--- src/assert_macros.svh ---
// ----------------------------------------------------------------------------
// Assertion macros
// Shared concurrent assertion forms for the row program sequencer blocks.
// ----------------------------------------------------------------------------
`ifndef ASSERT_MACROS_SVH
`define ASSERT_MACROS_SVH

// Same-cycle implication, disabled while reset is asserted.
`define ASSERT_IMPLY(name, clk, rst_n, pre, post) \
    name: assert property (@(posedge clk) disable iff (!rst_n) (pre) |-> (post)) \
        else $error("assertion failed: same-cycle implication");

// Next-cycle implication, disabled while reset is asserted.
`define ASSERT_NEXT(name, clk, rst_n, pre, post) \
    name: assert property (@(posedge clk) disable iff (!rst_n) (pre) |=> (post)) \
        else $error("assertion failed: next-cycle implication");

`endif

--- src/rpss_pkg.sv ---
// ----------------------------------------------------------------------------
// rpss_pkg
// Types, codes and helper functions of the row program step sequencer.
// ----------------------------------------------------------------------------
package rpss_pkg;

    localparam int PROGRAM_DEPTH = 32;
    localparam int COLUMNS       = 8;
    localparam int NUM_CELLS     = 32;

    localparam int PROG_AW  = (PROGRAM_DEPTH > 1) ? $clog2(PROGRAM_DEPTH) : 1;
    localparam int PLEN_W   = $clog2(PROGRAM_DEPTH + 1);
    localparam int COL_W    = (COLUMNS > 1) ? $clog2(COLUMNS) : 1;
    localparam int LEN_W    = $clog2(COLUMNS + 1);
    localparam int ROW_W    = 2;
    localparam int CELL_W   = 5;
    localparam int ENTRY_W  = 4;
    localparam int ENTRY_BWD = 3;

    localparam int FUNC_W   = 3;
    localparam int KIND_W   = 3;
    localparam int RLEN_W   = 4;
    localparam int PLCFG_W  = 6;
    localparam int MODE_W   = 2;
    localparam int TICKS_W  = 16;
    localparam int CFG_IDX_W  = 3;
    localparam int CFG_DATA_W = 16;

    // Item functions.
    localparam logic [FUNC_W-1:0] FUNC_CLOCK  = 3'd0;
    localparam logic [FUNC_W-1:0] FUNC_RESET  = 3'd1;
    localparam logic [FUNC_W-1:0] FUNC_TOGGLE = 3'd2;
    localparam logic [FUNC_W-1:0] FUNC_WRITE  = 3'd3;
    localparam logic [FUNC_W-1:0] FUNC_LOAD   = 3'd4;
    localparam logic [FUNC_W-1:0] FUNC_TICK   = 3'd5;

    // Row kinds of a program entry.
    localparam logic [KIND_W-1:0] KIND_A     = 3'd0;
    localparam logic [KIND_W-1:0] KIND_B     = 3'd1;
    localparam logic [KIND_W-1:0] KIND_C     = 3'd2;
    localparam logic [KIND_W-1:0] KIND_D     = 3'd3;
    localparam logic [KIND_W-1:0] KIND_OTHER = 3'd4;
    localparam logic [KIND_W-1:0] KIND_ANY   = 3'd5;

    // Configuration register indexes.
    localparam logic [CFG_IDX_W-1:0] CFG_ROW_LEN_A   = 3'd0;
    localparam logic [CFG_IDX_W-1:0] CFG_ROW_LEN_B   = 3'd1;
    localparam logic [CFG_IDX_W-1:0] CFG_ROW_LEN_C   = 3'd2;
    localparam logic [CFG_IDX_W-1:0] CFG_ROW_LEN_D   = 3'd3;
    localparam logic [CFG_IDX_W-1:0] CFG_PROG_LEN    = 3'd4;
    localparam logic [CFG_IDX_W-1:0] CFG_GATE_MODE   = 3'd5;
    localparam logic [CFG_IDX_W-1:0] CFG_PULSE_TICKS = 3'd6;
    localparam logic [CFG_IDX_W-1:0] CFG_RUN_ENABLE  = 3'd7;

    // Gate modes; the remaining codes behave as continuous gate.
    localparam logic [MODE_W-1:0] MODE_TRIGGER   = 2'd0;
    localparam logic [MODE_W-1:0] MODE_RETRIGGER = 2'd1;

    // Register reset values.
    localparam logic [RLEN_W-1:0]  ROW_LEN_RESET     = 4'd4;
    localparam logic [PLCFG_W-1:0] PROG_LEN_RESET    = 6'd4;
    localparam logic [MODE_W-1:0]  GATE_MODE_RESET   = MODE_TRIGGER;
    localparam logic [TICKS_W-1:0] PULSE_TICKS_RESET = 16'd4800;

    typedef struct packed {
        logic [FUNC_W-1:0] func;
        logic [4:0]        cell_req;
        logic [4:0]        slot;
        logic [KIND_W-1:0] row_kind;
        logic              backward;
        logic [7:0]        random_value;
        logic [31:0]       gate_mask;
    } item_t;

    typedef struct packed {
        logic [CELL_W-1:0] cell_index;
        logic              gate_out;
        logic              advanced;
    } result_t;

    typedef struct packed {
        logic [ROW_W-1:0]     row;
        logic [COL_W-1:0]     col;
        logic [PROG_AW-1:0]   pidx;
        logic                 reset_pending;
        logic [NUM_CELLS-1:0] gates;
        logic [TICKS_W-1:0]   pulse;
    } seq_state_t;

    typedef struct packed {
        logic [3:0][RLEN_W-1:0] row_len;
        logic [PLEN_W-1:0]      plen;
        logic [MODE_W-1:0]      gate_mode;
        logic [TICKS_W-1:0]     pulse_ticks;
        logic                   run;
    } seq_cfg_t;

    typedef struct packed {
        logic [ENTRY_W-1:0] entry_cur;
        logic [ENTRY_W-1:0] entry_next;
        logic [ENTRY_W-1:0] entry_first;
    } prog_rd_t;

    typedef struct packed {
        logic               en;
        logic [PROG_AW-1:0] addr;
        logic [ENTRY_W-1:0] data;
    } prog_wr_t;

    // Program length as used, saturated to the program depth.
    function automatic logic [PLEN_W-1:0] sat_plen(input logic [PLCFG_W-1:0] v);
        logic [PLEN_W-1:0] r;
        begin
            if (int'(v) > PROGRAM_DEPTH) r = PLEN_W'(PROGRAM_DEPTH);
            else                         r = PLEN_W'(v);
            return r;
        end
    endfunction

    // Program index as read: past the length it reads entry 0.
    function automatic logic [PROG_AW-1:0] cur_index(input logic [PROG_AW-1:0] pidx,
                                                     input logic [PLEN_W-1:0]  plen);
        logic [PROG_AW-1:0] r;
        begin
            if (int'(pidx) < int'(plen)) r = pidx;
            else                         r = '0;
            return r;
        end
    endfunction

    // Following program index, wrapping at the length.
    function automatic logic [PROG_AW-1:0] next_index(input logic [PROG_AW-1:0] idx,
                                                      input logic [PLEN_W-1:0]  plen);
        logic [PROG_AW-1:0] r;
        begin
            if (int'(idx) + 1 >= int'(plen)) r = '0;
            else                             r = idx + PROG_AW'(1);
            return r;
        end
    endfunction

    // Row length clamped to one..COLUMNS.
    function automatic logic [LEN_W-1:0] row_len_clamp(input logic [RLEN_W-1:0] v);
        logic [LEN_W-1:0] r;
        begin
            if (v == '0)                 r = LEN_W'(1);
            else if (int'(v) > COLUMNS)  r = LEN_W'(COLUMNS);
            else                         r = LEN_W'(v);
            return r;
        end
    endfunction

    // Remainder by three: base-four digits sum to the same residue.
    function automatic logic [1:0] mod3_u8(input logic [7:0] v);
        logic [3:0] s;
        logic [1:0] r;
        begin
            s = {2'b00, v[1:0]} + {2'b00, v[3:2]} + {2'b00, v[5:4]} + {2'b00, v[7:6]};
            case (s)
                4'd0, 4'd3, 4'd6, 4'd9, 4'd12: r = 2'd0;
                4'd1, 4'd4, 4'd7, 4'd10:       r = 2'd1;
                4'd2, 4'd5, 4'd8, 4'd11:       r = 2'd2;
                default:                       r = 2'd0;
            endcase
            return r;
        end
    endfunction

    // Row chosen by a program entry.
    function automatic logic [ROW_W-1:0] pick_row(input logic [ENTRY_W-1:0] entry,
                                                  input logic [7:0]         rnd,
                                                  input logic [ROW_W-1:0]   row);
        logic [ROW_W-1:0] r;
        begin
            case (entry[KIND_W-1:0])
                KIND_A, KIND_B, KIND_C, KIND_D: r = entry[ROW_W-1:0];
                KIND_OTHER: r = row + ROW_W'(1) + mod3_u8(rnd);
                KIND_ANY:   r = rnd[ROW_W-1:0];
                default:    r = '0;
            endcase
            return r;
        end
    endfunction

    // First column of a row entered under a program entry.
    function automatic logic [COL_W-1:0] first_col(input logic [ENTRY_W-1:0] entry,
                                                   input logic [RLEN_W-1:0]  len_cfg);
        logic [LEN_W-1:0] l;
        logic [COL_W-1:0] r;
        begin
            l = row_len_clamp(len_cfg);
            if (entry[ENTRY_BWD]) r = COL_W'(l - LEN_W'(1));
            else                  r = '0;
            return r;
        end
    endfunction

    // Program store contents after reset: entry three selects row B.
    function automatic logic [ENTRY_W-1:0] reset_entry(input logic [PROG_AW-1:0] addr);
        logic [ENTRY_W-1:0] r;
        begin
            if (PROGRAM_DEPTH > 3 && int'(addr) == 3) r = ENTRY_W'(KIND_B);
            else                                      r = ENTRY_W'(KIND_A);
            return r;
        end
    endfunction

endpackage

--- src/rpss_item_if.sv ---
// ----------------------------------------------------------------------------
// rpss_item_if
// Input item channel of the row program step sequencer.
// ----------------------------------------------------------------------------
interface rpss_item_if;
    logic       valid;
    logic       ready;
    logic [2:0] func;
    logic [4:0] cell_req;
    logic [4:0] slot;
    logic [2:0] row_kind;
    logic       backward;
    logic [7:0] random_value;
    logic [31:0] gate_mask;

    modport source (output valid, func, cell_req, slot, row_kind, backward,
                    random_value, gate_mask, input ready);
    modport sink   (input valid, func, cell_req, slot, row_kind, backward,
                    random_value, gate_mask, output ready);
endinterface

--- src/rpss_result_if.sv ---
// ----------------------------------------------------------------------------
// rpss_result_if
// Result channel of the row program step sequencer.
// ----------------------------------------------------------------------------
interface rpss_result_if;
    logic       valid;
    logic       ready;
    logic [4:0] cell_index;
    logic       gate_out;
    logic       advanced;

    modport source (output valid, cell_index, gate_out, advanced, input ready);
    modport sink   (input valid, cell_index, gate_out, advanced, output ready);
endinterface

--- src/rpss_cfg_if.sv ---
// ----------------------------------------------------------------------------
// rpss_cfg_if
// Configuration write channel of the row program step sequencer.
// ----------------------------------------------------------------------------
interface rpss_cfg_if;
    logic        valid;
    logic        ready;
    logic [2:0]  index;
    logic [15:0] data;

    modport source (output valid, index, data, input ready);
    modport sink   (input valid, index, data, output ready);
endinterface

--- src/rpss_ram.sv ---
// ----------------------------------------------------------------------------
// rpss_ram
// Generic RAM with one write port and two registered read ports.
// ----------------------------------------------------------------------------
module rpss_ram #(
    parameter int WIDTH = 4,
    parameter int DEPTH = 32
) (
    input  logic                                     clk,
    input  logic                                     we,
    input  logic [((DEPTH > 1) ? $clog2(DEPTH) : 1)-1:0] waddr,
    input  logic [WIDTH-1:0]                         wdata,
    input  logic [((DEPTH > 1) ? $clog2(DEPTH) : 1)-1:0] raddr_a,
    input  logic [((DEPTH > 1) ? $clog2(DEPTH) : 1)-1:0] raddr_b,
    output logic [WIDTH-1:0]                         rdata_a,
    output logic [WIDTH-1:0]                         rdata_b
);

    logic [WIDTH-1:0] mem [DEPTH];

    // Read-before-write on a shared address.
    always_ff @(posedge clk)
    begin
        if (we)
        begin
            mem[waddr] <= wdata;
        end
        rdata_a <= mem[raddr_a];
        rdata_b <= mem[raddr_b];
    end

endmodule

--- src/rpss_step.sv ---
// ----------------------------------------------------------------------------
// rpss_step
// Next-state and result logic for one item of the step sequencer.
// ----------------------------------------------------------------------------
module rpss_step (
    input  rpss_pkg::seq_cfg_t   cfg,
    input  rpss_pkg::seq_state_t st,
    input  rpss_pkg::item_t      it,
    input  rpss_pkg::prog_rd_t   rd,
    output rpss_pkg::seq_state_t nxt,
    output rpss_pkg::result_t    res,
    output rpss_pkg::prog_wr_t   wr
);

    logic [rpss_pkg::PROG_AW-1:0] idx;
    logic [rpss_pkg::PROG_AW-1:0] nidx;
    logic                         has_prog;
    logic                         fwd;
    logic                         at_end;
    logic [rpss_pkg::LEN_W-1:0]   len;
    logic [rpss_pkg::ROW_W-1:0]   row1;
    logic [rpss_pkg::COL_W-1:0]   col1;
    logic [rpss_pkg::PROG_AW-1:0] pidx1;
    logic [rpss_pkg::ROW_W-1:0]   row2;
    logic [rpss_pkg::COL_W-1:0]   col2;
    logic [rpss_pkg::PROG_AW-1:0] pidx2;
    logic                         pulse_lvl;
    logic                         gate;
    logic [rpss_pkg::CELL_W-1:0]  cell_idx;

    always_comb
    begin
        idx      = rpss_pkg::cur_index(st.pidx, cfg.plen);
        nidx     = rpss_pkg::next_index(idx, cfg.plen);
        has_prog = (cfg.plen != '0);
        fwd      = has_prog ? !rd.entry_cur[rpss_pkg::ENTRY_BWD] : 1'b1;
        len      = rpss_pkg::row_len_clamp(cfg.row_len[st.row]);

        // One column step in the direction of the current entry.
        row1   = st.row;
        col1   = st.col;
        pidx1  = st.pidx;
        at_end = 1'b0;
        if (fwd)
        begin
            if (int'(st.col) + 1 < int'(len)) col1 = st.col + rpss_pkg::COL_W'(1);
            else                              at_end = 1'b1;
        end
        else
        begin
            if (st.col != '0) col1 = st.col - rpss_pkg::COL_W'(1);
            else              at_end = 1'b1;
        end

        // At the row end the following entry picks the row.
        if (at_end)
        begin
            if (!has_prog)
            begin
                row1  = st.row + rpss_pkg::ROW_W'(1);
                col1  = '0;
                pidx1 = '0;
            end
            else
            begin
                row1  = rpss_pkg::pick_row(rd.entry_next, it.random_value, st.row);
                col1  = rpss_pkg::first_col(rd.entry_next, cfg.row_len[row1]);
                pidx1 = nidx;
            end
        end

        // A pending reset request sends the position to the program start.
        row2  = row1;
        col2  = col1;
        pidx2 = pidx1;
        if (st.reset_pending)
        begin
            pidx2 = '0;
            if (has_prog)
            begin
                row2 = rpss_pkg::pick_row(rd.entry_first, it.random_value, row1);
                col2 = rpss_pkg::first_col(rd.entry_first, cfg.row_len[row2]);
            end
            else
            begin
                row2 = '0;
            end
        end

        nxt       = st;
        wr.en     = 1'b0;
        wr.addr   = rpss_pkg::PROG_AW'(it.slot);
        wr.data   = {it.backward, it.row_kind};
        res.advanced = 1'b0;
        pulse_lvl = (st.pulse != '0);

        case (it.func)
            rpss_pkg::FUNC_CLOCK:
            begin
                if (cfg.run)
                begin
                    res.advanced      = 1'b1;
                    nxt.row           = row2;
                    nxt.col           = col2;
                    nxt.pidx          = pidx2;
                    nxt.reset_pending = 1'b0;
                    nxt.pulse = (cfg.pulse_ticks > st.pulse) ? cfg.pulse_ticks : st.pulse;
                    pulse_lvl = (nxt.pulse != '0);
                end
            end
            rpss_pkg::FUNC_RESET:
            begin
                nxt.reset_pending = 1'b1;
            end
            rpss_pkg::FUNC_TOGGLE:
            begin
                nxt.gates = st.gates ^ (rpss_pkg::NUM_CELLS'(1) << it.cell_req);
            end
            rpss_pkg::FUNC_WRITE:
            begin
                wr.en = (int'(it.slot) < rpss_pkg::PROGRAM_DEPTH);
            end
            rpss_pkg::FUNC_LOAD:
            begin
                nxt.gates = it.gate_mask;
            end
            rpss_pkg::FUNC_TICK:
            begin
                if (st.pulse != '0) nxt.pulse = st.pulse - rpss_pkg::TICKS_W'(1);
            end
            default:
            begin
            end
        endcase

        cell_idx = rpss_pkg::CELL_W'(int'(nxt.col) + int'(nxt.row) * rpss_pkg::COLUMNS);
        gate = cfg.run && nxt.gates[cell_idx];
        case (cfg.gate_mode)
            rpss_pkg::MODE_TRIGGER:   gate = gate && pulse_lvl;
            rpss_pkg::MODE_RETRIGGER: gate = gate && !pulse_lvl;
            default:                  gate = gate;
        endcase

        res.cell_index = cell_idx;
        res.gate_out   = gate;
    end

endmodule

--- src/row_program_step_sequencer_unit.sv ---
// ----------------------------------------------------------------------------
// row_program_step_sequencer_unit
// Path: a transfer accepted into the input register passes through the step
// logic into the result register before it is offered on the result channel.
// Throughput: one item per cycle while the result channel does not stall and no
// configuration write is pending; the program store is read ahead of each item.
// Reset: registers, play position and gate bits reset at once; no clearing pass.
// ----------------------------------------------------------------------------
`include "assert_macros.svh"

module row_program_step_sequencer_unit (
    input logic         clk,
    input logic         rst_n,
    rpss_cfg_if.sink    cfg,
    rpss_item_if.sink   item,
    rpss_result_if.source result
);

    // ------------------------------------------------------------------
    // Configuration registers. The port is always ready; writes must arrive
    // only while the block is idle, which the block does not enforce.
    // ------------------------------------------------------------------
    logic [3:0][rpss_pkg::RLEN_W-1:0] row_len_reg;
    logic [rpss_pkg::PLCFG_W-1:0]     prog_len_reg;
    logic [rpss_pkg::MODE_W-1:0]      gate_mode_reg;
    logic [rpss_pkg::TICKS_W-1:0]     pulse_ticks_reg;
    logic                             run_enable_reg;
    rpss_pkg::seq_cfg_t               cfg_s;

    assign cfg.ready = 1'b1;

    always_ff @(posedge clk or negedge rst_n)
    begin
        if (!rst_n)
        begin
            row_len_reg     <= {4{rpss_pkg::ROW_LEN_RESET}};
            prog_len_reg    <= rpss_pkg::PROG_LEN_RESET;
            gate_mode_reg   <= rpss_pkg::GATE_MODE_RESET;
            pulse_ticks_reg <= rpss_pkg::PULSE_TICKS_RESET;
            run_enable_reg  <= 1'b1;
        end
        else if (cfg.valid)
        begin
            case (cfg.index)
                rpss_pkg::CFG_ROW_LEN_A:   row_len_reg[0]  <= cfg.data[rpss_pkg::RLEN_W-1:0];
                rpss_pkg::CFG_ROW_LEN_B:   row_len_reg[1]  <= cfg.data[rpss_pkg::RLEN_W-1:0];
                rpss_pkg::CFG_ROW_LEN_C:   row_len_reg[2]  <= cfg.data[rpss_pkg::RLEN_W-1:0];
                rpss_pkg::CFG_ROW_LEN_D:   row_len_reg[3]  <= cfg.data[rpss_pkg::RLEN_W-1:0];
                rpss_pkg::CFG_PROG_LEN:    prog_len_reg    <= cfg.data[rpss_pkg::PLCFG_W-1:0];
                rpss_pkg::CFG_GATE_MODE:   gate_mode_reg   <= cfg.data[rpss_pkg::MODE_W-1:0];
                rpss_pkg::CFG_PULSE_TICKS: pulse_ticks_reg <= cfg.data[rpss_pkg::TICKS_W-1:0];
                rpss_pkg::CFG_RUN_ENABLE:  run_enable_reg  <= cfg.data[0];
                default:
                begin
                end
            endcase
        end
    end

    always_comb
    begin
        cfg_s.row_len     = row_len_reg;
        cfg_s.plen        = rpss_pkg::sat_plen(prog_len_reg);
        cfg_s.gate_mode   = gate_mode_reg;
        cfg_s.pulse_ticks = pulse_ticks_reg;
        cfg_s.run         = run_enable_reg;
    end

    // ------------------------------------------------------------------
    // Handshake. The input register takes a new transfer whenever it is
    // empty or its item moves on to the result register in the same cycle.
    // A pending configuration write holds off input while it is valid so that
    // the program store reads ahead with the new program length.
    // ------------------------------------------------------------------
    logic            stage_valid_reg;
    logic            stage_valid_next;
    rpss_pkg::item_t stage_item_reg;
    logic            stage_fire;
    logic            accept;
    logic            res_valid_reg;
    logic            res_valid_next;
    rpss_pkg::result_t res_reg;

    assign stage_fire = stage_valid_reg && (!res_valid_reg || result.ready);
    assign item.ready = !cfg.valid && (!stage_valid_reg || stage_fire);
    assign accept     = item.valid && item.ready;

    always_comb
    begin
        if (accept)          stage_valid_next = 1'b1;
        else if (stage_fire) stage_valid_next = 1'b0;
        else                 stage_valid_next = stage_valid_reg;

        if (stage_fire)        res_valid_next = 1'b1;
        else if (result.ready) res_valid_next = 1'b0;
        else                   res_valid_next = res_valid_reg;
    end

    always_ff @(posedge clk or negedge rst_n)
    begin
        if (!rst_n)
        begin
            stage_valid_reg <= 1'b0;
            res_valid_reg   <= 1'b0;
        end
        else
        begin
            stage_valid_reg <= stage_valid_next;
            res_valid_reg   <= res_valid_next;
        end
    end

    always_ff @(posedge clk)
    begin
        if (accept)
        begin
            stage_item_reg.func         <= item.func;
            stage_item_reg.cell_req     <= item.cell_req;
            stage_item_reg.slot         <= item.slot;
            stage_item_reg.row_kind     <= item.row_kind;
            stage_item_reg.backward     <= item.backward;
            stage_item_reg.random_value <= item.random_value;
            stage_item_reg.gate_mask    <= item.gate_mask;
        end
    end

    // ------------------------------------------------------------------
    // Sequencer state: play position, program index, pending reset,
    // cell gate bits and the pulse counter.
    // ------------------------------------------------------------------
    rpss_pkg::seq_state_t st_reg;
    rpss_pkg::seq_state_t st_next;
    rpss_pkg::seq_state_t step_nxt;
    rpss_pkg::result_t    step_res;
    rpss_pkg::prog_wr_t   step_wr;
    rpss_pkg::prog_rd_t   prog_rd;

    rpss_step u_step (
        .cfg (cfg_s),
        .st  (st_reg),
        .it  (stage_item_reg),
        .rd  (prog_rd),
        .nxt (step_nxt),
        .res (step_res),
        .wr  (step_wr)
    );

    assign st_next = stage_fire ? step_nxt : st_reg;

    always_ff @(posedge clk or negedge rst_n)
    begin
        if (!rst_n)
        begin
            st_reg.row           <= '0;
            st_reg.col           <= '0;
            st_reg.pidx          <= '0;
            st_reg.reset_pending <= 1'b1;
            st_reg.gates         <= '1;
            st_reg.pulse         <= '0;
        end
        else
        begin
            st_reg <= st_next;
        end
    end

    always_ff @(posedge clk)
    begin
        if (stage_fire)
        begin
            res_reg <= step_res;
        end
    end

    assign result.valid      = res_valid_reg;
    assign result.cell_index = res_reg.cell_index;
    assign result.gate_out   = res_reg.gate_out;
    assign result.advanced   = res_reg.advanced;

    // ------------------------------------------------------------------
    // Program store. The RAM is read ahead at the entry that st_next points
    // to, and at the entry after it. Entries never written since reset read
    // as their reset value through per-entry valid bits, and a write to an
    // address being read is forwarded. Entry 0 is shadowed in a register for
    // the return to program start.
    // ------------------------------------------------------------------
    logic [rpss_pkg::PROG_AW-1:0]       addr_cur;
    logic [rpss_pkg::PROG_AW-1:0]       addr_nxt;
    logic                               wr_fire;
    logic [rpss_pkg::PROGRAM_DEPTH-1:0] prog_valid_reg;
    logic [rpss_pkg::ENTRY_W-1:0]       ram_cur;
    logic [rpss_pkg::ENTRY_W-1:0]       ram_nxt;
    logic                               fix_cur_reg;
    logic                               fix_cur_next;
    logic [rpss_pkg::ENTRY_W-1:0]       fix_cur_data_reg;
    logic [rpss_pkg::ENTRY_W-1:0]       fix_cur_data_next;
    logic                               fix_nxt_reg;
    logic                               fix_nxt_next;
    logic [rpss_pkg::ENTRY_W-1:0]       fix_nxt_data_reg;
    logic [rpss_pkg::ENTRY_W-1:0]       fix_nxt_data_next;
    logic [rpss_pkg::ENTRY_W-1:0]       entry0_reg;

    assign addr_cur = rpss_pkg::cur_index(st_next.pidx, cfg_s.plen);
    assign addr_nxt = rpss_pkg::next_index(addr_cur, cfg_s.plen);
    assign wr_fire  = stage_fire && step_wr.en;

    always_comb
    begin
        if (wr_fire && step_wr.addr == addr_cur)
        begin
            fix_cur_next      = 1'b1;
            fix_cur_data_next = step_wr.data;
        end
        else
        begin
            fix_cur_next      = !prog_valid_reg[addr_cur];
            fix_cur_data_next = rpss_pkg::reset_entry(addr_cur);
        end

        if (wr_fire && step_wr.addr == addr_nxt)
        begin
            fix_nxt_next      = 1'b1;
            fix_nxt_data_next = step_wr.data;
        end
        else
        begin
            fix_nxt_next      = !prog_valid_reg[addr_nxt];
            fix_nxt_data_next = rpss_pkg::reset_entry(addr_nxt);
        end
    end

    always_ff @(posedge clk or negedge rst_n)
    begin
        if (!rst_n)
        begin
            prog_valid_reg   <= '0;
            fix_cur_reg      <= 1'b1;
            fix_cur_data_reg <= rpss_pkg::reset_entry('0);
            fix_nxt_reg      <= 1'b1;
            fix_nxt_data_reg <= rpss_pkg::reset_entry(rpss_pkg::PROG_AW'(1));
            entry0_reg       <= rpss_pkg::reset_entry('0);
        end
        else
        begin
            if (wr_fire)
            begin
                prog_valid_reg[step_wr.addr] <= 1'b1;
                if (step_wr.addr == '0)
                begin
                    entry0_reg <= step_wr.data;
                end
            end
            fix_cur_reg      <= fix_cur_next;
            fix_cur_data_reg <= fix_cur_data_next;
            fix_nxt_reg      <= fix_nxt_next;
            fix_nxt_data_reg <= fix_nxt_data_next;
        end
    end

    rpss_ram #(
        .WIDTH (rpss_pkg::ENTRY_W),
        .DEPTH (rpss_pkg::PROGRAM_DEPTH)
    ) u_prog_ram (
        .clk     (clk),
        .we      (wr_fire),
        .waddr   (step_wr.addr),
        .wdata   (step_wr.data),
        .raddr_a (addr_cur),
        .raddr_b (addr_nxt),
        .rdata_a (ram_cur),
        .rdata_b (ram_nxt)
    );

    assign prog_rd.entry_cur   = fix_cur_reg ? fix_cur_data_reg : ram_cur;
    assign prog_rd.entry_next  = fix_nxt_reg ? fix_nxt_data_reg : ram_nxt;
    assign prog_rd.entry_first = entry0_reg;

    // ------------------------------------------------------------------
    // Assertions.
    // ------------------------------------------------------------------
    `ASSERT_NEXT(a_fire_gives_result, clk, rst_n, stage_fire, result.valid)

    `ASSERT_IMPLY(a_stall_blocks_input, clk, rst_n,
        stage_valid_reg && res_valid_reg && !result.ready, !item.ready)

    `ASSERT_NEXT(a_clock_clears_pending, clk, rst_n,
        stage_fire && stage_item_reg.func == rpss_pkg::FUNC_CLOCK && run_enable_reg,
        !st_reg.reset_pending && st_reg.pulse >= pulse_ticks_reg)

    `ASSERT_IMPLY(a_advance_needs_run, clk, rst_n,
        res_valid_reg && res_reg.advanced, run_enable_reg)

endmodule

--- src/flat_wrapper.sv ---
// flat-port wrapper written by rule: the top's interface ports become plain ports
module row_program_step_sequencer_unit_flat 
  (clk, rst_n, cfg_valid, cfg_index, cfg_data, cfg_ready, item_valid, item_func, item_cell_req, item_slot, item_row_kind, item_backward, item_random_value, item_gate_mask, item_ready, result_valid, result_cell_index, result_gate_out, result_advanced, result_ready);
  rpss_cfg_if cfg_i ();
  rpss_item_if item_i ();
  rpss_result_if result_i ();
  input logic clk;
  input logic rst_n;
  input wire logic [$bits(cfg_i.valid)-1:0] cfg_valid;
  input wire logic [$bits(cfg_i.index)-1:0] cfg_index;
  input wire logic [$bits(cfg_i.data)-1:0] cfg_data;
  output wire logic [$bits(cfg_i.ready)-1:0] cfg_ready;
  input wire logic [$bits(item_i.valid)-1:0] item_valid;
  input wire logic [$bits(item_i.func)-1:0] item_func;
  input wire logic [$bits(item_i.cell_req)-1:0] item_cell_req;
  input wire logic [$bits(item_i.slot)-1:0] item_slot;
  input wire logic [$bits(item_i.row_kind)-1:0] item_row_kind;
  input wire logic [$bits(item_i.backward)-1:0] item_backward;
  input wire logic [$bits(item_i.random_value)-1:0] item_random_value;
  input wire logic [$bits(item_i.gate_mask)-1:0] item_gate_mask;
  output wire logic [$bits(item_i.ready)-1:0] item_ready;
  output wire logic [$bits(result_i.valid)-1:0] result_valid;
  output wire logic [$bits(result_i.cell_index)-1:0] result_cell_index;
  output wire logic [$bits(result_i.gate_out)-1:0] result_gate_out;
  output wire logic [$bits(result_i.advanced)-1:0] result_advanced;
  input wire logic [$bits(result_i.ready)-1:0] result_ready;
  assign cfg_i.valid = cfg_valid;
  assign cfg_i.index = cfg_index;
  assign cfg_i.data = cfg_data;
  assign cfg_ready = cfg_i.ready;
  assign item_i.valid = item_valid;
  assign item_i.func = item_func;
  assign item_i.cell_req = item_cell_req;
  assign item_i.slot = item_slot;
  assign item_i.row_kind = item_row_kind;
  assign item_i.backward = item_backward;
  assign item_i.random_value = item_random_value;
  assign item_i.gate_mask = item_gate_mask;
  assign item_ready = item_i.ready;
  assign result_valid = result_i.valid;
  assign result_cell_index = result_i.cell_index;
  assign result_gate_out = result_i.gate_out;
  assign result_advanced = result_i.advanced;
  assign result_i.ready = result_ready;
  row_program_step_sequencer_unit u_core (.clk(clk), .rst_n(rst_n), .cfg(cfg_i), .item(item_i), .result(result_i));
endmodule
--- config.mk ---
export PLATFORM = sky130hd
export DESIGN_NAME = row_program_step_sequencer_unit_flat
export DESIGN_NICKNAME = d
export VERILOG_FILES = /design/src/rpss_pkg.sv /design/src/rpss_item_if.sv /design/src/rpss_result_if.sv /design/src/rpss_cfg_if.sv /design/src/rpss_ram.sv /design/src/rpss_step.sv /design/src/row_program_step_sequencer_unit.sv /design/src/flat_wrapper.sv
export VERILOG_INCLUDE_DIRS = /design/src /design/src/src
export SDC_FILE = /design/constraint.sdc
export NUM_CORES = 1
export LEC_CHECK = 0
export BUFFER_PORTS_ARGS = -buffer_cell sky130_fd_sc_hd__buf_2
export CORE_ASPECT_RATIO = 1.25
export CORE_MARGIN = 2
export CORE_UTILIZATION = 40
export DETAILED_ROUTE_END_ITERATION = 10
export PLACE_DENSITY = 0.64
export SYNTH_ARGS = -nofsm -noshare
export SYNTH_HDL_FRONTEND = slang
export SYNTH_HIERARCHICAL = 1
export SYNTH_SLANG_ARGS = --single-unit
--- constraint.sdc ---
create_clock -name clk -period 20.3 [get_ports clk]
set_input_delay 3.045 -clock clk [delete_from_list [all_inputs] [get_ports clk]]
set_output_delay 3.045 -clock clk [all_outputs]
set_load 0.02 [all_outputs]
Word level (Yosys, flattened, before mapping). Memories as Yosys holds them, arrays and structs flattened. A register that Yosys moved wholly into a read port is not among the register bits. Index checks and enable logic that the tools add are counted.

Word-level logic and storage cells: 241. Memory bits (read-only): 64. Memories kept: 3. Input bits: 81. Output and inout port bits: 10. Register bits after elaboration: 212. RAM bits: 128.

Memories: u_core.u_prog_ram.mem (words 32, bits a word 4, read ports 2, clocked after memory_dff 2, wr ports 1, line rpss_ram.sv:19) `logic [WIDTH-1:0] mem [DEPTH];`; (no name shown) (words 16, bits a word 2, read ports 1, clocked after memory_dff 0, wr ports 0, line rpss_pkg.sv:159) `case (s)`; (no name shown) (words 16, bits a word 2, read ports 1, clocked after memory_dff 0, wr ports 0, line rpss_pkg.sv:159).

Multiplexer cells: 89. Add/subtract/negate cells: 18. Reductions and logical operators: 49. Bitwise gates (word level): 2. Order comparisons: 18. Equality and inequality tests: 29. Shift operators: 1.

Operators with widths (count): 32-bit case mux with 2 select lines (1); 54-bit two-way mux (1); 3-bit two-way mux (17); 16-bit two-way mux (3); 4-bit two-way mux (9); 5-bit two-way mux (7); 32-bit by 7-bit greater-or-equal comparator with 1-bit output (1); 32-bit bitwise OR (1); 16-bit case mux with 2 select lines (1); 16-bit nonzero test (2); 1-bit by 5-bit left shift with 32-bit output (first input constant) (1); 32-bit bitwise XOR (1); 3-bit equality test (second input constant) (10); 2-bit two-way mux (14); 4-bit binary-select mux with 2-bit select (3); 3-bit by 2-bit equality test with 1-bit output (second input constant) (8); 5-bit by 6-bit < comparator with 1-bit output (second input constant) (4); 1-bit two-way mux (22); 2-bit AND reduction (9); 16-bit greater-than comparator (1); 16-bit by 1-bit subtractor with 16-bit output (second input constant) (1); 1-bit binary-select mux with 5-bit select (3); 5-bit by 1-bit adder with 6-bit output (second input constant) (2); 3-bit by 1-bit equality test with 1-bit output (second input constant) (4); 41 further kinds (80).

Longest topological paths before layout. Gate-level depths: netlist (run 1).

Depth after elaboration: 43. Mapped depth: 50. Mapped depth without buffers: 48.

Modules after synthesis. The synthesis (run 1) kept the hierarchy.

Modules (own cells, without submodules): row_program_step_sequencer_unit (area an instance 8978.6 um^2, instances 1, cells an instance 635); rpss_ram (area an instance 6222.2 um^2, instances 1, cells an instance 288); rpss_step (area an instance 4919.7 um^2, instances 1, cells an instance 775).

Least setup slack after synthesis (run 1). Ideal clock, no wire load.

Kind: reg-to-reg. From: register u_core/prog_len_reg[5] in the netlist's numbering. To: register u_core.u_prog_ram.rdata_b[0] (read register of u_core.u_prog_ram.mem). Library setup time: 0.121 ns. Setup slack: 11.395 ns. Clock period less this slack: 8.905 ns. Cell stages (with the launch flop): 49. Arrival time: 8.785 ns. Path through: dfrtp_1 > inv_1 > nand2_1 > inv_1 > inv_1 > ha_1 > a21oi_1 > nor2b_1 > o21ai_0 > nand2b_1 > a21oi_1 > nor2_1 > nor2b_1 > ha_1 > ha_1 > a21o_1 > a21oi_1 > nor2b_1 > (+13 left out) > a211o_1 > inv_4 > clkbuf_1 > ha_1 > a211o_1 > o211a_1 > inv_2 > ha_1 > a2111oi_0 > o31a_1 > buf_2 > nand2_1 > inv_1 > buf_2 > buf_6 > mux4_2 > mux4_2 > mux2_2.

RTL lines: start, declared (line row_program_step_sequencer_unit.sv:24) `logic [rpss_pkg::PLCFG_W-1:0] prog_len_reg;`; start signal, assigned (line row_program_step_sequencer_unit.sv:37) `prog_len_reg <= rpss_pkg::PROG_LEN_RESET;`; start signal, assigned (line row_program_step_sequencer_unit.sv:49) `rpss_pkg::CFG_PROG_LEN: prog_len_reg <= cfg.data[rpss_pkg::PLCFG_W-1:0];`; end, declared (line rpss_ram.sv:16) `output logic [WIDTH-1:0] rdata_b`.

==> results of run 1 <==
==> placed cells by master (no fill, tap or decap), types with 15 or more instances in the layout <==
cell,instances
o21ai_0,73
nor2_1,108
o21bai_1,33
mux4_2,55
ha_1,52
a21oi_1,46
nand2b_1,23
nor3_1,38
dfrtp_1,100
inv_1,75
nand3_1,38
mux2i_1,34
a211oi_1,16
nor2b_1,15
o311ai_0,18
mux2_2,120
a31oi_1,15
edfxtp_1,192
dfstp_2,45
clkbuf_16,37
buf_2,88
nand2_1,156
==> how the worst max path moves through the flow <==
stage | endpoint | slack, ns | depth (start not counted)
CTS | u_core/u_prog_ram/rdata_b[0] | 9.29 | 45
finish | u_core/u_prog_ram/rdata_b[0] | 9.24 | 45
floorplan | u_core/u_prog_ram/rdata_b[0] | 11.42 | 48
global placement | u_core/u_prog_ram/rdata_b[0] | 9.63 | 45
global route | u_core/u_prog_ram/rdata_b[0] | 8.19 | 45
detailed placement | u_core/u_prog_ram/rdata_b[0] | 9.37 | 45
==> layout make-up <==
class                           instances  share of cell area
Clock buffer                           43              0.0452
Clock inverter                         25              0.0166
Multi-Input combinational cell       1138               0.415
Tap cell                              637              0.0372
Timing Repair Buffer                  103              0.0260
Sequential cell                       342               0.446
Inverter                               81              0.0143
==> worst max-delay path: cells and delay by family, from the launching register on <==
kind | cells | cell delay, ns
multiplexers | 3 | 1.44
XOR/XNOR | 1 | 0.27
adder cells (fa/ha/maj) | 6 | 1.55
flip-flops | 1 | 0.48
AO/OA/AOI/OAI | 13 | 2.98
AND/OR/NAND/NOR | 15 | 2.47
buffers and inverters | 7 | 1.73
==> power breakdown <==
part,leakage (nW),switching [mW],internal [mW]
Sequential,3.57,0.104,0.849
Combinational,3.92,0.540,0.450
Clock,0.638,0.285,0.437
Total,8.13,0.929,1.74
==> per-layer routing <==
metal | vias up | part of all wire | routed length [µm]
met5 | - | 0 | 0
met4 | 0 | 0.043 | 2200
met3 | 131 | 0.047 | 2370
met2 | 442 | 0.52 | 26500
met1 | 6838 | 0.39 | 19700
li1 | 6355 | - | -
==> metrics by stage <==
step                cells  instance area, µm²
floorplan            1651               19200
global placement     2301               20100
detailed placement   2301               20100
CTS                  2369               21400
global route         2369               21400
finish               2369               21400
==> reports/metrics.json, run 1 <==
{
  "sta": {
    "final_period_minus_worst_setup_slack_ns": 11.06,
    "grt_setup_unrepaired": "no",
    "max_slew_margin": 0.190,
    "final-setup-viol-count": 0,
    "timing.final.max_slew_violations": 0,
    "setup_ws_post_layout_ns": 9.24,
    "hold_viol": 0,
    "final.setup.tns_ns": 0,
    "final_min_period_over_clock_period": 0.545,
    "max_freq_mhz": 90.4,
    "clock-skew-final_ns": 0.0218,
    "hold_ws_ns": 0.499,
    "worst-slew-pin-transition_ns": 1.21
  },
  "layout": {
    "insertedDiodeCount": 0,
    "finalNetCount": 1840,
    "post_route_cells_drive_above_1_share": 0.253,
    "finalCoreUtilization": 0.453,
    "filler_cell_count": 4312,
    "multi_input_area_um2": 8880,
    "area.sequential_um2": 9550,
    "largest_register_ff_count": 128,
    "areaGrowthSynthToFinish_pct": 11.5
  },
  "floorplanning": {
    "die-width_um": 200,
    "ioPinCount": 91,
    "die_h_um": 249,
    "design.core.area_um2": 47300,
    "die_area_um2": 49800,
    "initial_utilization": 0.406,
    "num_rows": 89
  },
  "synthesis": {
    "syn-mean-instance-area_um2": 11.6,
    "synth.net_count": 1788,
    "synthesis.yosys.warnings": 6,
    "netlist_area_um2": 19200,
    "post_synth_inst_count": 1651
  },
  "critical_path": {
    "critical_path.reg2reg.startpoint": "u_core/prog_len_reg[5]",
    "worstSetupStartpointType": "flop",
    "worst_r2r_endpoint": "u_core/u_prog_ram/rdata_b[0]",
    "worst-path-max-fanout": 34,
    "reg2reg_depth": 45,
    "critical_path_arrival_ns": 11.50,
    "setup.worst_path.end_class": "flop",
    "worstSetupPathType": "flop to flop",
    "timing.critical_path.from": "u_core/prog_len_reg[5]",
    "critical-path-max-stage-delay_ns": 0.79,
    "data_required_time_of_the_worst_path_ns": 20.74,
    "most_common_cell_on_crit_path": "ha_1",
    "reg2reg_slack_ns": 9.24,
    "critPathSlowestCell": "inv_2"
  },
  "global_route": {
    "first_global_vias": 14100,
    "globalRoute.totalOverflow": 0,
    "grt.met2_usage": 0.369,
    "met3_usage": 0.0286,
    "grt_pass1_wl_um": 79900,
    "grt.busiest_layer": "met2",
    "grt_antenna_before_repair": 0,
    "grt.met1_usage": 0.241,
    "global_route.usage.total": 0.205,
    "grt_start_max_net_pins": 87
  },
  "placed_design": {
    "pre_cts_slack_ns": 9.37,
    "post-dp-hpwl_um": 36100,
    "gp_congestion": 0.893,
    "numPortBuffers": 89
  },
  "routing": {
    "post_detailed_route_count_of_antenna_violating_nets": 0,
    "dr_total_vias": 13800,
    "routed_via_density": 5.81,
    "drtIter0Drc": 1009,
    "first_pass_iters": 5,
    "routed_wirelength_um": 50800,
    "post-route-drc-count": 0,
    "routed_wire_length_per_instance_um": 21.5
  },
  "clocking": {
    "cts.repair_timing.setup_buffer_count": 0,
    "clockRootBuffer": "clkbuf_16",
    "post_cts_hold_buffer_count": 0,
    "clkLatencyLatePin_ns": 0.55,
    "htreeDepth": 2,
    "cts_max_path_buffers": 3,
    "cts_tree": "yes",
    "cts_num_sinks": 342,
    "cts.clk_slew.worst_paths_ns": 0.06,
    "cts_repair_resize_count": 0,
    "number_of_clock_buffers_inserted_by_tritoncts": 37
  },
  "power": {
    "max-vdd-ir-drop_mv": 0.0678,
    "total_power_mw": 2.66,
    "power.static_leakage_nw": 8.13,
    "p_per_area_nw_per_um2": 124
  },
  "hold_path": {
    "hold_path.class": "flop to flop",
    "worst_hold_startpoint": "u_core/prog_len_reg[0]",
    "min_path_cells": 1,
    "worst_hold_path.endpoint": "u_core/prog_len_reg[0]"
  },
  "run": {
    "maxCapViolCount": 0
  },
  "outcome": {
    "outcome": "completed"
  }
}
(Power assumes the default switching activity.)
==> run 2, diff against run 1 <==
--- a/config.mk
+++ b/config.mk
@@ -11,7 +11,7 @@
 export CORE_MARGIN = 2
 export CORE_UTILIZATION = 40
 export DETAILED_ROUTE_END_ITERATION = 10
-export PLACE_DENSITY = 0.64
+export PLACE_DENSITY = 0.66
 export SYNTH_ARGS = -nofsm -noshare
 export SYNTH_HDL_FRONTEND = slang
 export SYNTH_HIERARCHICAL = 1
==> constraint.sdc (replaced) <==
create_clock -name clk -period 9.9 [get_ports clk]
set_input_delay 1.485 -clock clk [delete_from_list [all_inputs] [get_ports clk]]
set_output_delay 1.485 -clock clk [all_outputs]
set_load 0.02 [all_outputs]
==> run 2 against run 1 <==
  * Sequential cell count stayed put
  * Final cell count is 0.72% higher
  * Die area is the same
  * Highest routed layer unchanged
  * Critical path type unchanged
  * Worst setup slack got worse by 8.6 ns
  * Wire length down 1.8%
  * Worst hold slack better by 0.0046 ns
  * Utilization rose by 0.15 points
  * Clock skew decreased by 0.0063 ns
==> reports/metrics.json, run 2 (synthesized netlist as in run 1, its figures left out) <==
{
  "global_route": {
    "global_route.usage.total": {"value": 0.200, "change": "was 0.205"},
    "grt_pass1_wl": {"value": 78000, "unit": "µm", "change": "was 79,900 µm"},
    "first_global_vias": {"value": 13800, "change": "was 14,100"},
    "grt_antenna_before_repair": {"value": 0, "change": "unchanged"},
    "globalRoute.totalOverflow": {"value": 0, "change": "unchanged"},
    "grt_start_max_net_pins": {"value": 83, "change": "was 87"}
  },
  "clocking": {
    "clockRootBuffer": {"value": "clkbuf_16", "change": "unchanged"},
    "cts_max_path_buffers": {"value": 3, "change": "unchanged"},
    "htreeDepth": {"value": 2, "change": "unchanged"},
    "cts.clk_slew.worst_paths": {"value": 0.06, "unit": "ns", "change": "about the same"},
    "number_of_clock_buffers_inserted_by_tritoncts": {"value": 37, "change": "unchanged"},
    "cts_num_sinks": {"value": 342, "change": "unchanged"},
    "post_cts_hold_buffer_count": {"value": 0, "change": "unchanged"},
    "clkLatencyLatePin": {"value": 0.54, "unit": "ns", "change": "was 0.55 ns"},
    "cts_tree": {"value": "yes", "change": "unchanged"}
  },
  "layout": {
    "finalNetCount": {"value": 1859, "change": "was 1,840"},
    "filler_cell_count": {"value": 4277, "change": "was 4,312"},
    "finalInstanceArea": {"value": 21500, "unit": "µm²", "change": "was 21,400 µm²"},
    "largest_register_ff_count": {"value": 128, "change": "unchanged"},
    "areaGrowthSynthToFinish": {"value": 11.8, "unit": "%", "change": "was 11.5%"},
    "layout_common_cells": {"value": "192 x edfxtp_1, 156 x nand2_1, 120 x mux2_2, 105 x nor2_1, 99 x dfrtp_1", "change": "was 192 x edfxtp_1, 156 x nand2_1, 120 x mux2_2, 108 x nor2_1, 100 x dfrtp_1"},
    "insertedDiodeCount": {"value": 0, "change": "unchanged"},
    "layout.cells.most_common": {"value": "edfxtp_1", "change": "unchanged"},
    "post_route_cells_drive_above_1_share": {"value": 0.262, "change": "was 0.253"},
    "final-instance-count-excl-fill": {"value": 2386, "change": "was 2,369"}
  },
  "hold_path": {
    "hold_path.class": {"value": "flop to flop", "change": "unchanged"},
    "worst_hold_path.endpoint": {"value": "u_core/prog_valid_reg[13]", "change": "was u_core/prog_len_reg[0]"},
    "min_path_cells": {"value": 1, "change": "unchanged"},
    "worst_hold_startpoint": {"value": "u_core/prog_valid_reg[13]", "change": "was u_core/prog_len_reg[0]"}
  },
  "critical_path": {
    "data_required_time_of_the_worst_path": {"value": 10.33, "unit": "ns", "change": "was 20.74 ns"},
    "critical_path_arrival": {"value": 9.70, "unit": "ns", "change": "was 11.50 ns"},
    "critical_path.reg2reg.startpoint": {"value": "u_core/prog_len_reg[5]", "change": "unchanged"},
    "most_common_cell_on_crit_path": {"value": "ha_1", "change": "unchanged"},
    "path_buf_inv": {"value": 9, "change": "was 7"},
    "setup.worst_path.end_class": {"value": "flop", "change": "unchanged"},
    "worst_r2r_endpoint": {"value": "u_core/u_prog_ram/rdata_b[2]", "change": "was u_core/u_prog_ram/rdata_b[0]"},
    "worstSetupStartpointType": {"value": "flop", "change": "unchanged"},
    "reg2reg_depth": {"value": 45, "change": "unchanged"},
    "worstSetupPathType": {"value": "flop to flop", "change": "unchanged"},
    "reg2reg_slack": {"value": 0.63, "unit": "ns", "change": "was 9.24 ns"},
    "critPathSlowestCell": {"value": "mux4_2", "change": "was inv_2"},
    "worstSetupPathDepth": {"value": 45, "change": "unchanged"},
    "worst-path-max-fanout": {"value": 29, "change": "was 34"},
    "critical-path-max-stage-delay": {"value": 0.53, "unit": "ns", "change": "was 0.79 ns"},
    "cp_top_family": {"value": "compound AO/OA/AOI/OAI gates", "change": "unchanged"}
  },
  "placed_design": {
    "post-dp-hpwl": {"value": 35600, "unit": "µm", "change": "was 36,100 µm"},
    "place_area": {"value": 20200, "unit": "µm²", "change": "was 20,100 µm²"},
    "gp_congestion": {"value": 0.904, "change": "was 0.893"},
    "placedCellCount": {"value": 2312, "change": "was 2,301"},
    "pre_cts_slack": {"value": -0.0229, "unit": "ns", "change": "was 9.37 ns"},
    "numPortBuffers": {"value": 89, "change": "unchanged"}
  },
  "floorplanning": {
    "die_h": {"value": 249, "unit": "µm", "change": "unchanged"},
    "ioPinCount": {"value": 91, "change": "unchanged"},
    "design.core.area": {"value": 47300, "unit": "µm²", "change": "unchanged"},
    "num_rows": {"value": 89, "change": "unchanged"},
    "die-width": {"value": 200, "unit": "µm", "change": "unchanged"},
    "initial_utilization": {"value": 0.406, "change": "unchanged"},
    "die_area": {"value": 49800, "unit": "µm²", "change": "unchanged"}
  },
  "outcome": {
    "outcome": {"value": "completed", "change": "unchanged"}
  },
  "sta": {
    "hold_viol": {"value": 0, "change": "unchanged"},
    "setup_ws_post_layout": {"value": 0.628, "unit": "ns", "change": "was 9.24 ns"},
    "worst-slew-pin-transition": {"value": 1.09, "unit": "ns", "change": "was 1.21 ns"},
    "clock-skew-final": {"value": 0.0155, "unit": "ns", "change": "was 0.0218 ns"},
    "timing.final.max_slew_violations": {"value": 0, "change": "unchanged"},
    "final-setup-viol-count": {"value": 0, "change": "unchanged"},
    "max_slew_margin": {"value": 0.273, "change": "was 0.190"},
    "final_min_period_over_clock_period": {"value": 0.937, "change": "was 0.545"},
    "final_period_minus_worst_setup_slack": {"value": 9.27, "unit": "ns", "change": "was 11.06 ns"},
    "hold_ws": {"value": 0.503, "unit": "ns", "change": "was 0.499 ns"},
    "max_freq": {"value": 108, "unit": "MHz", "change": "was 90.4 MHz"},
    "grt_setup_unrepaired": {"value": "no", "change": "unchanged"}
  },
  "routing": {
    "routed_wire_length_per_instance": {"value": 20.9, "unit": "µm", "change": "was 21.5 µm"},
    "drtIter0Drc": {"value": 1021, "change": "was 1,009"},
    "post_detailed_route_count_of_antenna_violating_nets": {"value": 0, "change": "unchanged"},
    "post-route-drc-count": {"value": 0, "change": "unchanged"},
    "routed_via_density": {"value": 5.80, "change": "was 5.81"},
    "first_pass_iters": {"value": 5, "change": "unchanged"},
    "routed_wirelength": {"value": 49900, "unit": "µm", "change": "was 50,800 µm"},
    "dr_total_vias": {"value": 13800, "change": "about the same"}
  },
  "power": {
    "p_per_area": {"value": 254, "unit": "nW/µm²", "change": "was 124 nW/µm²"},
    "max-vdd-ir-drop": {"value": 0.126, "unit": "mV", "change": "was 0.0678 mV"},
    "power.static_leakage": {"value": 8.17, "unit": "nW", "change": "was 8.13 nW"}
  },
  "run": {
    "maxCapViolCount": {"value": 0, "change": "unchanged"}
  }
}
[run 2: how the worst max path moves through the flow]
stage	start	endpoint
after detailed placement	u_core/prog_len_reg[5]	u_core/u_prog_ram/rdata_b[2]
after global placement	u_core/prog_len_reg[5]	u_core/u_prog_ram/rdata_b[0]
after floorplan	u_core/prog_len_reg[5]	u_core/u_prog_ram/rdata_b[3]
final	u_core/prog_len_reg[5]	u_core/u_prog_ram/rdata_b[2]
after CTS	u_core/prog_len_reg[5]	u_core/u_prog_ram/rdata_b[2]
after global routing	u_core/prog_len_reg[5]	u_core/u_prog_ram/rdata_b[2]
[run 2: metal layers]
metal / wire [µm] / global-route usage
met5: 0 / 0
met4: 2240 / 0.0950
met3: 2640 / 0.0318
met2: 25700 / 0.354
met1: 19400 / 0.234
[run 2: where the power goes]
part	internal (mW)	total, mW	switching, mW
clock network	0.805	1.38	0.572
registers	1.74	1.94	0.201
logic	1.00	2.15	1.15
[run 2: final cells by class]
type,count,area (µm²),share of cell area
Tap cell,637,797,0.0371
Clock buffer,46,970,0.0451
Clock inverter,20,230,0.0107
Inverter,81,312,0.0145
Sequential cell,342,9550,0.444
Timing Repair Buffer,122,719,0.0335
Multi-Input combinational cell,1138,8910,0.415
[run 2: what timing repair did]
item | 4_1_cts | 5_1_grt
buffers inserted | 0 | 8
hold endpoints to repair | 0 | 0
resized for setup | 1 | 15
setup endpoints to repair | 4 | 9
pin swaps | 0 | 0
[run 2: metrics by stage]
step | TNS, ns | power (mW) | util
after floorplan | 0 | 3.52 | -
after global placement | 0 | 3.97 | 0.427
after detailed placement | -0.0334 | 4.03 | 0.427
after CTS | 0 | 5.43 | 0.452
after global routing | 0 | 5.77 | 0.454
final | 0 | 5.47 | 0.454
